`config.mk`:
```
export PLATFORM = sky130hd
export DESIGN_NAME = led_pixel_pwm_encoder
export DESIGN_NICKNAME = d
export VERILOG_FILES = /design/src/rtl/core/lppe_pkg.sv /design/src/rtl/core/lppe_hsv_pipe.sv /design/src/rtl/core/lppe_serial.sv /design/src/rtl/core/led_pixel_pwm_encoder.sv
export SDC_FILE = /design/constraint.sdc
export NUM_CORES = 1
export LEC_CHECK = 0
export ABC_CLOCK_PERIOD_IN_PS = 6200
export BUFFER_PORTS_ARGS = -buffer_cell sky130_fd_sc_hd__buf_2
export CAP_MARGIN = 25
export CELL_PAD_IN_SITES_DETAIL_PLACEMENT = 1
export CELL_PAD_IN_SITES_GLOBAL_PLACEMENT = 1
export CORE_MARGIN = 2
export CORE_UTILIZATION = 40
export CTS_BUF_LIST = sky130_fd_sc_hd__clkbuf_4 sky130_fd_sc_hd__clkbuf_8
export DETAILED_ROUTE_END_ITERATION = 8
export PLACE_DENSITY_LB_ADDON = 0.15
export SKIP_CTS_REPAIR_TIMING = 1
export SYNTH_ARGS = -nofsm -noshare
export SYNTH_HDL_FRONTEND = slang
export SYNTH_HIERARCHICAL = 1
export SYNTH_SLANG_ARGS = --single-unit
```
`constraint.sdc`:
```
create_clock -name clk_i -period 6.2 [get_ports clk_i]
set_clock_uncertainty 0.15 [all_clocks]
set_input_delay 0.62 -clock clk_i [delete_from_list [all_inputs] [get_ports clk_i]]
set_output_delay 0.62 -clock clk_i [all_outputs]
set_load 0.02 [all_outputs]
```
`src/rtl/core/lppe_pkg.sv`:
```
// Shared types, constants and helpers for the LED pixel PWM encoder.
// Used by every module in rtl/core; depends on nothing else.
`default_nettype none

package lppe_pkg;

  localparam int unsigned ChanW        = 8;
  localparam int unsigned DutyW        = 8;
  localparam int unsigned BitsPerPixel = 3 * ChanW;
  localparam int unsigned BitCntW      = $clog2(BitsPerPixel + 1);
  localparam int unsigned RegionW      = 3;
  localparam int unsigned CfgIdxW      = 2;
  localparam int unsigned CfgDataW     = 8;

  localparam logic [ChanW-1:0] HueStep  = 8'd43;
  localparam logic [ChanW-1:0] ChanMax  = 8'd255;

  // Register indexes of the configuration port.
  localparam logic [CfgIdxW-1:0] CFG_COLOR_MODE = 2'd0;
  localparam logic [CfgIdxW-1:0] CFG_HIGH_DUTY  = 2'd1;
  localparam logic [CfgIdxW-1:0] CFG_LOW_DUTY   = 2'd2;

  localparam logic [DutyW-1:0] HighDutyReset = 8'd85;
  localparam logic [DutyW-1:0] LowDutyReset  = 8'd34;
  localparam logic [DutyW-1:0] FrameEndDuty  = 8'd0;

  // Input beat: one pixel.
  typedef struct packed {
    logic [ChanW-1:0] chan_a;
    logic [ChanW-1:0] chan_b;
    logic [ChanW-1:0] chan_c;
    logic             last_pixel;
  } pix_in_t;

  // Output beat: one duty word.
  typedef struct packed {
    logic [DutyW-1:0] duty;
    logic             last;
  } word_out_t;

  // Configuration as seen by the datapath.
  typedef struct packed {
    logic             color_mode;
    logic [DutyW-1:0] high_duty;
    logic [DutyW-1:0] low_duty;
  } cfg_t;

  // Converted pixel handed to the serialiser, red in the top byte.
  typedef struct packed {
    logic [BitsPerPixel-1:0] bits;
    logic                    fin;
  } rgb_pix_t;

  // Hue region 0..5: regions 0..4 span 43 hue steps each, region 5 runs from 215 to 255.
  function automatic logic [RegionW-1:0] hue_region(input logic [ChanW-1:0] h);
    logic [RegionW-1:0] r;
    priority if (h >= 8'(5 * HueStep)) r = 3'd5;
    else if (h >= 8'(4 * HueStep))     r = 3'd4;
    else if (h >= 8'(3 * HueStep))     r = 3'd3;
    else if (h >= 8'(2 * HueStep))     r = 3'd2;
    else if (h >= HueStep)             r = 3'd1;
    else                               r = 3'd0;
    return r;
  endfunction

  // Start of a hue region.
  function automatic logic [ChanW-1:0] region_base(input logic [RegionW-1:0] r);
    logic [ChanW-1:0] b;
    unique case (r)
      3'd0:    b = 8'd0;
      3'd1:    b = HueStep;
      3'd2:    b = 8'(2 * HueStep);
      3'd3:    b = 8'(3 * HueStep);
      3'd4:    b = 8'(4 * HueStep);
      default: b = 8'(5 * HueStep);
    endcase
    return b;
  endfunction

endpackage

`default_nettype wire

```
`src/rtl/core/lppe_hsv_pipe.sv`:
```
// Four-stage colour conversion pipeline: hue/saturation/value to RGB or passthrough.
// Depends on lppe_pkg.
`default_nettype none

module lppe_hsv_pipe (
  input  wire logic               clk_i,
  input  wire logic               rst_ni,
  input  wire lppe_pkg::cfg_t     cfg_i,
  input  wire logic               in_valid_i,
  output logic                    in_stall_o,
  input  wire lppe_pkg::pix_in_t  in_pix_i,
  output logic                    out_valid_o,
  input  wire logic               out_ready_i,
  output lppe_pkg::rgb_pix_t      out_pix_o
);

  typedef struct packed {
    logic [lppe_pkg::RegionW-1:0] region;
    logic [lppe_pkg::ChanW-1:0]   rem6;
    logic [lppe_pkg::ChanW-1:0]   s_inv;
    logic                         s_zero;
    lppe_pkg::pix_in_t            pix;
  } st1_t;

  typedef struct packed {
    logic [lppe_pkg::RegionW-1:0] region;
    logic [lppe_pkg::ChanW-1:0]   p;
    logic [lppe_pkg::ChanW-1:0]   sr;
    logic [lppe_pkg::ChanW-1:0]   srr;
    logic                         s_zero;
    lppe_pkg::pix_in_t            pix;
  } st2_t;

  typedef struct packed {
    logic [lppe_pkg::RegionW-1:0] region;
    logic [lppe_pkg::ChanW-1:0]   p;
    logic [lppe_pkg::ChanW-1:0]   q;
    logic [lppe_pkg::ChanW-1:0]   t;
    logic                         s_zero;
    lppe_pkg::pix_in_t            pix;
  } st3_t;

  logic v1_q, v2_q, v3_q, v4_q;
  logic rdy1, rdy2, rdy3, rdy4;
  st1_t s1_d, s1_q;
  st2_t s2_d, s2_q;
  st3_t s3_d, s3_q;
  lppe_pkg::rgb_pix_t s4_d, s4_q;

  assign rdy4 = !v4_q || out_ready_i;
  assign rdy3 = !v3_q || rdy4;
  assign rdy2 = !v2_q || rdy3;
  assign rdy1 = !v1_q || rdy2;

  assign in_stall_o  = !rdy1;
  assign out_valid_o = v4_q;
  assign out_pix_o   = s4_q;

  // Stage 1: hue region and the scaled remainder within it.
  logic [lppe_pkg::RegionW-1:0] reg1;
  logic [lppe_pkg::ChanW-1:0]   rem1;
  always_comb begin
    reg1        = lppe_pkg::hue_region(in_pix_i.chan_a);
    rem1        = in_pix_i.chan_a - lppe_pkg::region_base(reg1);
    s1_d.region = reg1;
    s1_d.rem6   = 8'(rem1 * 8'd6);
    s1_d.s_inv  = lppe_pkg::ChanMax - in_pix_i.chan_b;
    s1_d.s_zero = (in_pix_i.chan_b == '0);
    s1_d.pix    = in_pix_i;
  end

  // Stage 2: first round of 8x8 products.
  logic [2*lppe_pkg::ChanW-1:0] p_full, sr_full, srr_full;
  always_comb begin
    p_full      = s1_q.pix.chan_c * s1_q.s_inv;
    sr_full     = s1_q.pix.chan_b * s1_q.rem6;
    srr_full    = s1_q.pix.chan_b * (lppe_pkg::ChanMax - s1_q.rem6);
    s2_d.region = s1_q.region;
    s2_d.p      = p_full[2*lppe_pkg::ChanW-1:lppe_pkg::ChanW];
    s2_d.sr     = sr_full[2*lppe_pkg::ChanW-1:lppe_pkg::ChanW];
    s2_d.srr    = srr_full[2*lppe_pkg::ChanW-1:lppe_pkg::ChanW];
    s2_d.s_zero = s1_q.s_zero;
    s2_d.pix    = s1_q.pix;
  end

  // Stage 3: second round of products gives q and t.
  logic [2*lppe_pkg::ChanW-1:0] q_full, t_full;
  always_comb begin
    q_full      = s2_q.pix.chan_c * (lppe_pkg::ChanMax - s2_q.sr);
    t_full      = s2_q.pix.chan_c * (lppe_pkg::ChanMax - s2_q.srr);
    s3_d.region = s2_q.region;
    s3_d.p      = s2_q.p;
    s3_d.q      = q_full[2*lppe_pkg::ChanW-1:lppe_pkg::ChanW];
    s3_d.t      = t_full[2*lppe_pkg::ChanW-1:lppe_pkg::ChanW];
    s3_d.s_zero = s2_q.s_zero;
    s3_d.pix    = s2_q.pix;
  end

  // Stage 4: pick the colour order for the region, grey when saturation is zero, or the raw channels.
  logic [lppe_pkg::ChanW-1:0] r4, g4, b4, v4;
  always_comb begin
    v4 = s3_q.pix.chan_c;
    unique case (s3_q.region)
      3'd0:    begin r4 = v4;      g4 = s3_q.t; b4 = s3_q.p; end
      3'd1:    begin r4 = s3_q.q;  g4 = v4;     b4 = s3_q.p; end
      3'd2:    begin r4 = s3_q.p;  g4 = v4;     b4 = s3_q.t; end
      3'd3:    begin r4 = s3_q.p;  g4 = s3_q.q; b4 = v4;     end
      3'd4:    begin r4 = s3_q.t;  g4 = s3_q.p; b4 = v4;     end
      default: begin r4 = v4;      g4 = s3_q.p; b4 = s3_q.q; end
    endcase
    if (!cfg_i.color_mode) begin
      r4 = s3_q.pix.chan_a;
      g4 = s3_q.pix.chan_b;
      b4 = s3_q.pix.chan_c;
    end else if (s3_q.s_zero) begin
      r4 = v4;
      g4 = v4;
      b4 = v4;
    end
    s4_d.bits = {r4, g4, b4};
    s4_d.fin  = s3_q.pix.last_pixel;
  end

  always_ff @(posedge clk_i or negedge rst_ni) begin
    if (!rst_ni) begin
      v1_q <= 1'b0;
      v2_q <= 1'b0;
      v3_q <= 1'b0;
      v4_q <= 1'b0;
    end else begin
      if (rdy1) v1_q <= in_valid_i;
      if (rdy2) v2_q <= v1_q;
      if (rdy3) v3_q <= v2_q;
      if (rdy4) v4_q <= v3_q;
    end
  end

  always_ff @(posedge clk_i) begin
    if (rdy1 && in_valid_i) s1_q <= s1_d;
    if (rdy2 && v1_q)       s2_q <= s2_d;
    if (rdy3 && v2_q)       s3_q <= s3_d;
    if (rdy4 && v3_q)       s4_q <= s4_d;
  end

endmodule

`default_nettype wire

```
`src/rtl/core/lppe_serial.sv`:
```
// Bit serialiser: turns one RGB pixel into 24 duty words plus an optional frame-end word.
// Depends on lppe_pkg.
`default_nettype none

module lppe_serial (
  input  wire logic                clk_i,
  input  wire logic                rst_ni,
  input  wire lppe_pkg::cfg_t      cfg_i,
  input  wire logic                in_valid_i,
  output logic                     in_ready_o,
  input  wire lppe_pkg::rgb_pix_t  in_pix_i,
  output logic                     out_valid_o,
  input  wire logic                out_stall_i,
  output lppe_pkg::word_out_t      out_word_o
);

  localparam logic [lppe_pkg::BitCntW-1:0] LastBit =
    lppe_pkg::BitCntW'(lppe_pkg::BitsPerPixel - 1);
  localparam logic [lppe_pkg::BitCntW-1:0] EndWord =
    lppe_pkg::BitCntW'(lppe_pkg::BitsPerPixel);

  logic                             busy_q, busy_d;
  logic [lppe_pkg::BitCntW-1:0]     cnt_q, cnt_d;
  logic [lppe_pkg::BitsPerPixel-1:0] bits_q, bits_d;
  logic                             fin_q, fin_d;
  logic                             take, final_word, end_word;

  assign end_word   = (cnt_q == EndWord);
  assign final_word = end_word || ((cnt_q == LastBit) && !fin_q);
  assign take       = busy_q && !out_stall_i;
  assign in_ready_o = !busy_q || (take && final_word);

  assign out_valid_o     = busy_q;
  assign out_word_o.last = final_word;
  assign out_word_o.duty = end_word ? lppe_pkg::FrameEndDuty :
                           (bits_q[lppe_pkg::BitsPerPixel-1] ? cfg_i.high_duty
                                                              : cfg_i.low_duty);

  always_comb begin
    busy_d = busy_q;
    cnt_d  = cnt_q;
    bits_d = bits_q;
    fin_d  = fin_q;
    if (take) begin
      cnt_d  = cnt_q + 1'b1;
      bits_d = {bits_q[lppe_pkg::BitsPerPixel-2:0], 1'b0};
      if (final_word) busy_d = 1'b0;
    end
    if (in_ready_o && in_valid_i) begin
      busy_d = 1'b1;
      cnt_d  = '0;
      bits_d = in_pix_i.bits;
      fin_d  = in_pix_i.fin;
    end
  end

  always_ff @(posedge clk_i or negedge rst_ni) begin
    if (!rst_ni) begin
      busy_q <= 1'b0;
      cnt_q  <= '0;
    end else begin
      busy_q <= busy_d;
      cnt_q  <= cnt_d;
    end
  end

  always_ff @(posedge clk_i) begin
    bits_q <= bits_d;
    fin_q  <= fin_d;
  end

endmodule

`default_nettype wire

```
`src/rtl/core/led_pixel_pwm_encoder.sv`:
```
// Top level of the LED pixel PWM encoder: configuration registers, conversion pipeline
// and bit serialiser. Depends on lppe_pkg, lppe_hsv_pipe and lppe_serial.
//
//   Channel   Direction  Handshake               Beat
//   in        sink       in_valid_i / in_stall_o  one pixel (lppe_pkg::pix_in_t)
//   out       source     out_valid_o / out_stall_i one duty word (lppe_pkg::word_out_t)
//   cfg       sink       cfg_valid_i / cfg_ready_o register index and write data
//
// A pixel passes the conversion pipeline and then the serialiser, which turns it into 24
// duty words, 25 when it closes a frame; the serialiser, emitting one duty word per
// cycle while out_stall_i is low, sets the sustained pixel rate.
// The next pixel is loaded in the same cycle as the final word of the previous one is
// taken, so words leave without gaps while the far side keeps stall low.
// A stall on the output simply holds the current word; the pipeline behind it fills
// and then stalls the input. Reset clears all valid state and loads the register defaults.
`default_nettype none

module led_pixel_pwm_encoder (
  input  wire logic                             clk_i,
  input  wire logic                             rst_ni,
  input  wire logic                             in_valid_i,
  output logic                                  in_stall_o,
  input  wire lppe_pkg::pix_in_t                in_pix_i,
  output logic                                  out_valid_o,
  input  wire logic                             out_stall_i,
  output lppe_pkg::word_out_t                   out_word_o,
  input  wire logic                             cfg_valid_i,
  output logic                                  cfg_ready_o,
  input  wire logic [lppe_pkg::CfgIdxW-1:0]     cfg_index_i,
  input  wire logic [lppe_pkg::CfgDataW-1:0]    cfg_data_i
);

  lppe_pkg::cfg_t     cfg_q, cfg_d;
  logic               pipe_valid;
  logic               ser_ready;
  lppe_pkg::rgb_pix_t pipe_pix;

  // Registers are always writable; writes to an unused index are dropped.
  assign cfg_ready_o = 1'b1;

  always_comb begin
    cfg_d = cfg_q;
    if (cfg_valid_i) begin
      unique case (cfg_index_i)
        lppe_pkg::CFG_COLOR_MODE: cfg_d.color_mode = cfg_data_i[0];
        lppe_pkg::CFG_HIGH_DUTY:  cfg_d.high_duty  = cfg_data_i;
        lppe_pkg::CFG_LOW_DUTY:   cfg_d.low_duty   = cfg_data_i;
        default:                  cfg_d            = cfg_q;
      endcase
    end
  end

  always_ff @(posedge clk_i or negedge rst_ni) begin
    if (!rst_ni) begin
      cfg_q.color_mode <= 1'b0;
      cfg_q.high_duty  <= lppe_pkg::HighDutyReset;
      cfg_q.low_duty   <= lppe_pkg::LowDutyReset;
    end else begin
      cfg_q <= cfg_d;
    end
  end

  // Colour conversion: four register stages, one pixel may enter each cycle unless in_stall_o is raised.
  lppe_hsv_pipe u_hsv_pipe (
    .clk_i       (clk_i),
    .rst_ni      (rst_ni),
    .cfg_i       (cfg_q),
    .in_valid_i  (in_valid_i),
    .in_stall_o  (in_stall_o),
    .in_pix_i    (in_pix_i),
    .out_valid_o (pipe_valid),
    .out_ready_i (ser_ready),
    .out_pix_o   (pipe_pix)
  );

  // Serialiser: shifts the 24 colour bits out MSB first as duty words.
  lppe_serial u_serial (
    .clk_i       (clk_i),
    .rst_ni      (rst_ni),
    .cfg_i       (cfg_q),
    .in_valid_i  (pipe_valid),
    .in_ready_o  (ser_ready),
    .in_pix_i    (pipe_pix),
    .out_valid_o (out_valid_o),
    .out_stall_i (out_stall_i),
    .out_word_o  (out_word_o)
  );

endmodule

`default_nettype wire

```
* Yosys cells after proc, flatten, opt, wreduce, memory -nomap -nowiden
Index checks and enable logic that the tools add are counted.
** Word-level totals
- Logic and storage cells :: 128
- Input bits :: 40
- Output and inout port bits :: 12
- Register bits after elaboration :: 227
** Operators by class
- $lt $le $gt $ge :: 5
- Reduce and logical (&&, ||, !) cells :: 36
- Eq/ne operators :: 12
- Muxes and demuxes :: 24
- Multipliers :: 6
- Add/sub/neg operators :: 6
** Operators by type and width (number)
- case mux 8 bit (3 select lines) :: 3
- two-way mux 8 bit :: 8
- multiplier 8 x 16 -> 16 bit :: 3
- two-way mux 24 bit :: 2
- case mux 8 bit (5 select lines) :: 1
- subtractor 8 x 8 -> 9 bit (first input constant) :: 3
- greater-or-equal comparator 8 bit (second input constant) :: 3
- multiplier 8 x 8 -> 16 bit :: 1
- multiplier 8 x 7 -> 15 bit :: 1
- equality test 3 x 2 -> 1 bit (second input constant) :: 4
- two-way mux 3 bit :: 4
- equality test 5 bit (second input constant) :: 2
- two-way mux 5 bit :: 2
- greater-or-equal comparator 8 x 6 -> 1 bit (second input constant) :: 1
- greater-or-equal comparator 8 x 7 -> 1 bit (second input constant) :: 1
- logical AND 1 bit :: 8
- logical NOT 1 bit :: 8
- logical NOT 8 bit :: 1
- multiplier 8 x 2 -> 7 bit (second input constant) :: 1
- AND reduction 2 bit :: 4
- OR reduction 2 bit :: 4
- subtractor 8 bit :: 1
- subtractor 8 bit (first input constant) :: 1
- equality test 3 x 1 -> 1 bit (second input constant) :: 2
- other kinds (9) :: 20

* Depth between registers and ports, before layout
- Depth after elaboration :: 10
- Mapped depth :: 20
- Gate-level depth less buffers :: 19

* By module
The synthesis kept the hierarchy.
** By module, submodules not included
- lppe_hsv_pipe :: sequential area each 5355.1 um^2, area each 16518.3 um^2, cells each 1540, times used 1
- lppe_serial :: sequential area each 900.9 um^2, area each 1993.2 um^2, cells each 206, times used 1
- led_pixel_pwm_encoder :: sequential area each 432.9 um^2, area each 683.2 um^2, cells each 39, times used 1

* Worst setup path before layout
No wires, ideal clock.
- Kind :: register -> register
- From :: register u_hsv_pipe/s1_q[41] (netlist bit)
- To :: register u_hsv_pipe/s2_q[41] (netlist bit), data pin
- Buffers on the path :: 1
- Cell stages (with the launch flop) :: 14
- Data arrival time :: 4546 ps
- Required time :: 5795 ps
- Setup slack :: 1249 ps
- Path through :: edfxtp_1 clkbuf_1 nand2_1 fa_1 inv_1 fa_1 fa_1 fa_1 ha_1 or2_1 o311a_4 o41a_1 or4_1 and3_1
** Between the ends
- Longest elaborated chain between the ends :: 1
** RTL lines
- start, declared :: line lppe_hsv_pipe.sv:45 : st1_t s1_d, s1_q;
- start signal, assigned :: line lppe_hsv_pipe.sv:139 : if (rdy1 && in_valid_i) s1_q <= s1_d;
- multiplier 8 x 7 -> 15 bit :: line lppe_hsv_pipe.sv:76 : sr_full = s1_q.pix.chan_b * s1_q.rem6;
- named net u_hsv_pipe.sr_full, one bit :: line lppe_hsv_pipe.sv:73 : logic [2*lppe_pkg::ChanW-1:0] p_full, sr_full, srr_full;
- end signal, assigned :: line lppe_hsv_pipe.sv:140 : if (rdy2 && v1_q) s2_q <= s2_d;
- end, declared :: line lppe_hsv_pipe.sv:46 : st2_t s2_d, s2_q;
The timed path passes the listed nets, and every way through them passes these cells.
A chain may end at the register's enable or synchronous reset.

* Final worst setup path
- From :: register u_hsv_pipe/s1_q[38] (netlist bit)
- To :: register u_hsv_pipe/s2_q[41] (netlist bit), data pin
The elaborated chain is that of the path after synthesis.

==> flow_summary.ini <==
[critical_path]
worstSetupPathDepth = 14
critPathCapture = u_hsv_pipe/s2_q[41]$_DFFE_PP_
timing_worst_setup_path_type = register to register
worstPathMaxFanout = 16
cp_common_cell = fa_1
rr_endpoint = u_hsv_pipe/s2_q[41]$_DFFE_PP_
critPathTopFamily = adder cells
critPathCaptureType = register
reg2reg_setup_slack_ns = 0.97
arrival_ns = 5.43
crit_buf_inv = 2
path_cells = and2_1, fa_1, inv_1, fa_1, fa_1, inv_1, fa_1, ha_1, nor3_1, o21bai_2, o311a_4, o41a_1, or4_1, and3_1
crit_path_max_incr_delay_ns = 0.60
cp.required_ns = 6.40
rr_startpoint = u_hsv_pipe/s1_q[38]$_DFFE_PP_
slowest_stage = edfxtp_1
crit_path_start_kind = register
rr_worst_depth = 14
cp-startpoint = u_hsv_pipe/s1_q[38]$_DFFE_PP_

[drt]
detail_route.wl_per_cell_um = 18.8
dr_total_vias = 12900
dr.first_iter.drc_count = 609
firstDrtPassIters = 5
wl_um = 46500
vias_per_cell = 5.20
route.detailed.drc = 0
ant_nets = 0

[floorplanning]
fp.dieW_um = 223
start_util_pct = 40.4
die_h_um = 223
rows = 80
floorplan.die_area_um2 = 49800
fp.coreArea_um2 = 47500
io_pins = 52

[clocking]
clockBufferDepth = 3
cts_tree = built
cts_sinks = 227
clkSlewWorstSetupHoldPaths_ns = 0.06
htree_levels = 2
worstSkewPairLatency_ns = 0.61
ctsRootBufferMaster = clkbuf_8
cts_buffers = 43

[power]
switching_power_mw = 1.25
p_sw_share_pct = 29.6
ir_worst_vdd_v = 0.000143
power_frac_clock_pct = 36.3
combPwrFrac_pct = 20.3
p_leak_nw = 9.24
power.density_nw_per_um2 = 201
power_mw = 4.22
pwr-share-seq_pct = 43.4
internal_power_mw = 2.97

[sta]
fin_crit_sh_pct = 84.3
timing.hold.ws_ns = 0.0380
slew_headroom_pct = 33.4
tightest_slew_ns = 0.999
finalCriticalPeriod_ns = 5.23
drv_slew = 0
rsz0062_at_grt = false
fmax_ghz = 0.191
fin_setup_tns_ns = 0
final-hold-violation-count = 0
setup_viol = 0

[synth]
syn_area_per_cell_um2 = 10.8
netlist_area_um2 = 19200
async_reset_ff_share_pct = 11.9
ys_seq_area_share_pct = 34.8
yosysWarnings = 6
synth-edff-count = 200
synth_cells = 1785
yosysUniqueCellTypes = 77
synth_seq_cells = 227
synthFlopType = edfxtp_1
syn_nets = 2177

[flow_run]
cap_violations = 0

[place]
dpl_cell_area_um2 = 20000
port_buffers = 50
dp_hpwl_um = 35000
gp_congestion = 0.827
dp.cells = 2394

[finish]
final_area_um2 = 21000
diodes = 0
drive_gt1_share_pct = 9.89
final_cells = 2476
nNetsFinal = 2220
final_cell_mix = inv_1, edfxtp_1, ha_1, fa_1, nand2_1
syn2layout_area_growth_pct = 9.30
final_common_cell = inv_1

[global_route]
grt_max_degree = 54
grt_usage_pct = 19.5
grt_overflow = 0
grt_pass1_vias = 14100
grt_pass1_wl_um = 76700
antenna_found_initial = 1

[outcome]
status = complete, no violations

[hold_path]
hp-class = input pin to register
## area by class of cell
cell class / instances / area [µm²]
fillers: 5220 / 26600
multi-input cells: 1221 / 11200
flip-flops and latches: 227 / 6690
inverters: 268 / 1010
well taps: 615 / 769
clock buffers: 52 / 659
repair buffers: 67 / 445
clock inverters: 26 / 215
## routing by layer
layer	GRT usage [%]	vias up	wire length, µm	share of wire (%)
li1	-	6100	-	-
met1	26.6	6557	21700	47
met2	32.9	166	22500	48
met3	2.30	56	1390	3.0
met4	5.48	0	902	1.9
met5	0	-	0	0
## power by group through the flow
| stage | Combinational [mW] | Clock, mW | Sequential [mW] |
|---|---|---|---|
| 2_1_floorplan | 0.638 | 0 | 1.82 |
| 3_3_place_gp | 0.828 | 0 | 1.86 |
| 3_5_place_dp | 0.862 | 0 | 1.86 |
| 4_1_cts | 0.870 | 1.59 | 1.83 |
| 5_1_grt | 0.970 | 1.65 | 1.84 |
| 6_report | 0.858 | 1.53 | 1.83 |
## metrics by stage
stage | util [%] | setup slack (ns)
floorplan | - | 1.25
global placement | 42.0 | 1.08
detailed placement | 42.1 | 0.930
CTS | 44.0 | 0.942
global route | 44.1 | 0.714
finish | 44.1 | 0.974
## kinds of logic after synthesis
kind of cell | after synthesis | synth area share [%]
AOI/OAI and AO/OA | 252 | 9.18
DFF | 227 | 34.8
adders and majority gates | 352 | 29.7
and+or+nand+nor | 522 | 14.6
buffers and inverters | 337 | 6.86
muxes | 47 | 2.62
xor gates and xnor gates | 47 | 2.14
other | 1 | 0.0195
## Yosys cell counts (4+ instances only)
master     number  area (µm²)
nand3_1         8        40.0
dfrtp_1        21         526
nand2b_1       95         594
xor2_1         19         166
a211oi_1       22         165
o2111ai_1      23         201
a21o_1         20         150
buf_2           5        25.0
fa_1          173        3460
a21oi_1        38         190
xnor2_1        28         245
nor2b_1        93         582
a22oi_1         8        60.1
mux2_2         26         293
dfstp_2         6         158
mux2i_1        21         210
nand2_1       142         533
buf_1           6        22.5
nor3_1         13        65.1
o31ai_1         4        30.0
o211ai_1       39         293
o21a_1          4        30.0
and3_1          8        50.1
o21ai_0        52         260
and2_1         61         382
nor4_1          4        25.0
buf_6           5        56.3
ha_1          179        2240
edfxtp_1      200        6010
nand4_1         9        56.3
nor2_1         64         240
inv_1         268        1010
clkbuf_1       50         188
a31oi_1         8        50.1
## worst min-delay path by stage
stage / start / to / slack, ns / depth (start not counted)
4_1_cts: rst_ni / cfg_q[6]$_DFFE_PN0P_ / -0.14 / 1
5_1_grt: in_pix_i[1] / u_hsv_pipe/s1_q[1]$_DFFE_PP_ / 0.009 / 1
2_1_floorplan: rst_ni / cfg_q[0]$_DFFE_PN0P_ / 0.17 / 0
3_5_place_dp: u_hsv_pipe/s1_q[24]$_DFFE_PP_ / u_hsv_pipe/s2_q[24]$_DFFE_PP_ / 0.26 / 0
6_report: in_pix_i[1] / u_hsv_pipe/s1_q[1]$_DFFE_PP_ / 0.04 / 1
3_3_place_gp: u_hsv_pipe/s2_q[23]$_DFFE_PP_ / u_hsv_pipe/s3_q[23]$_DFFE_PP_ / 0.25 / 0
## state kept, by name, indices dropped and copies added (netlist names), 5 cells and up
signal,count
u_hsv_pipe/s2_q,53
u_serial/bits_q,24
u_hsv_pipe/s1_q,44
u_serial/cnt_q,5
cfg_q,17
u_hsv_pipe/v4,8
u_hsv_pipe/s3_q,45
u_hsv_pipe/out_pix_o,25
(Power assumes the default switching activity.)
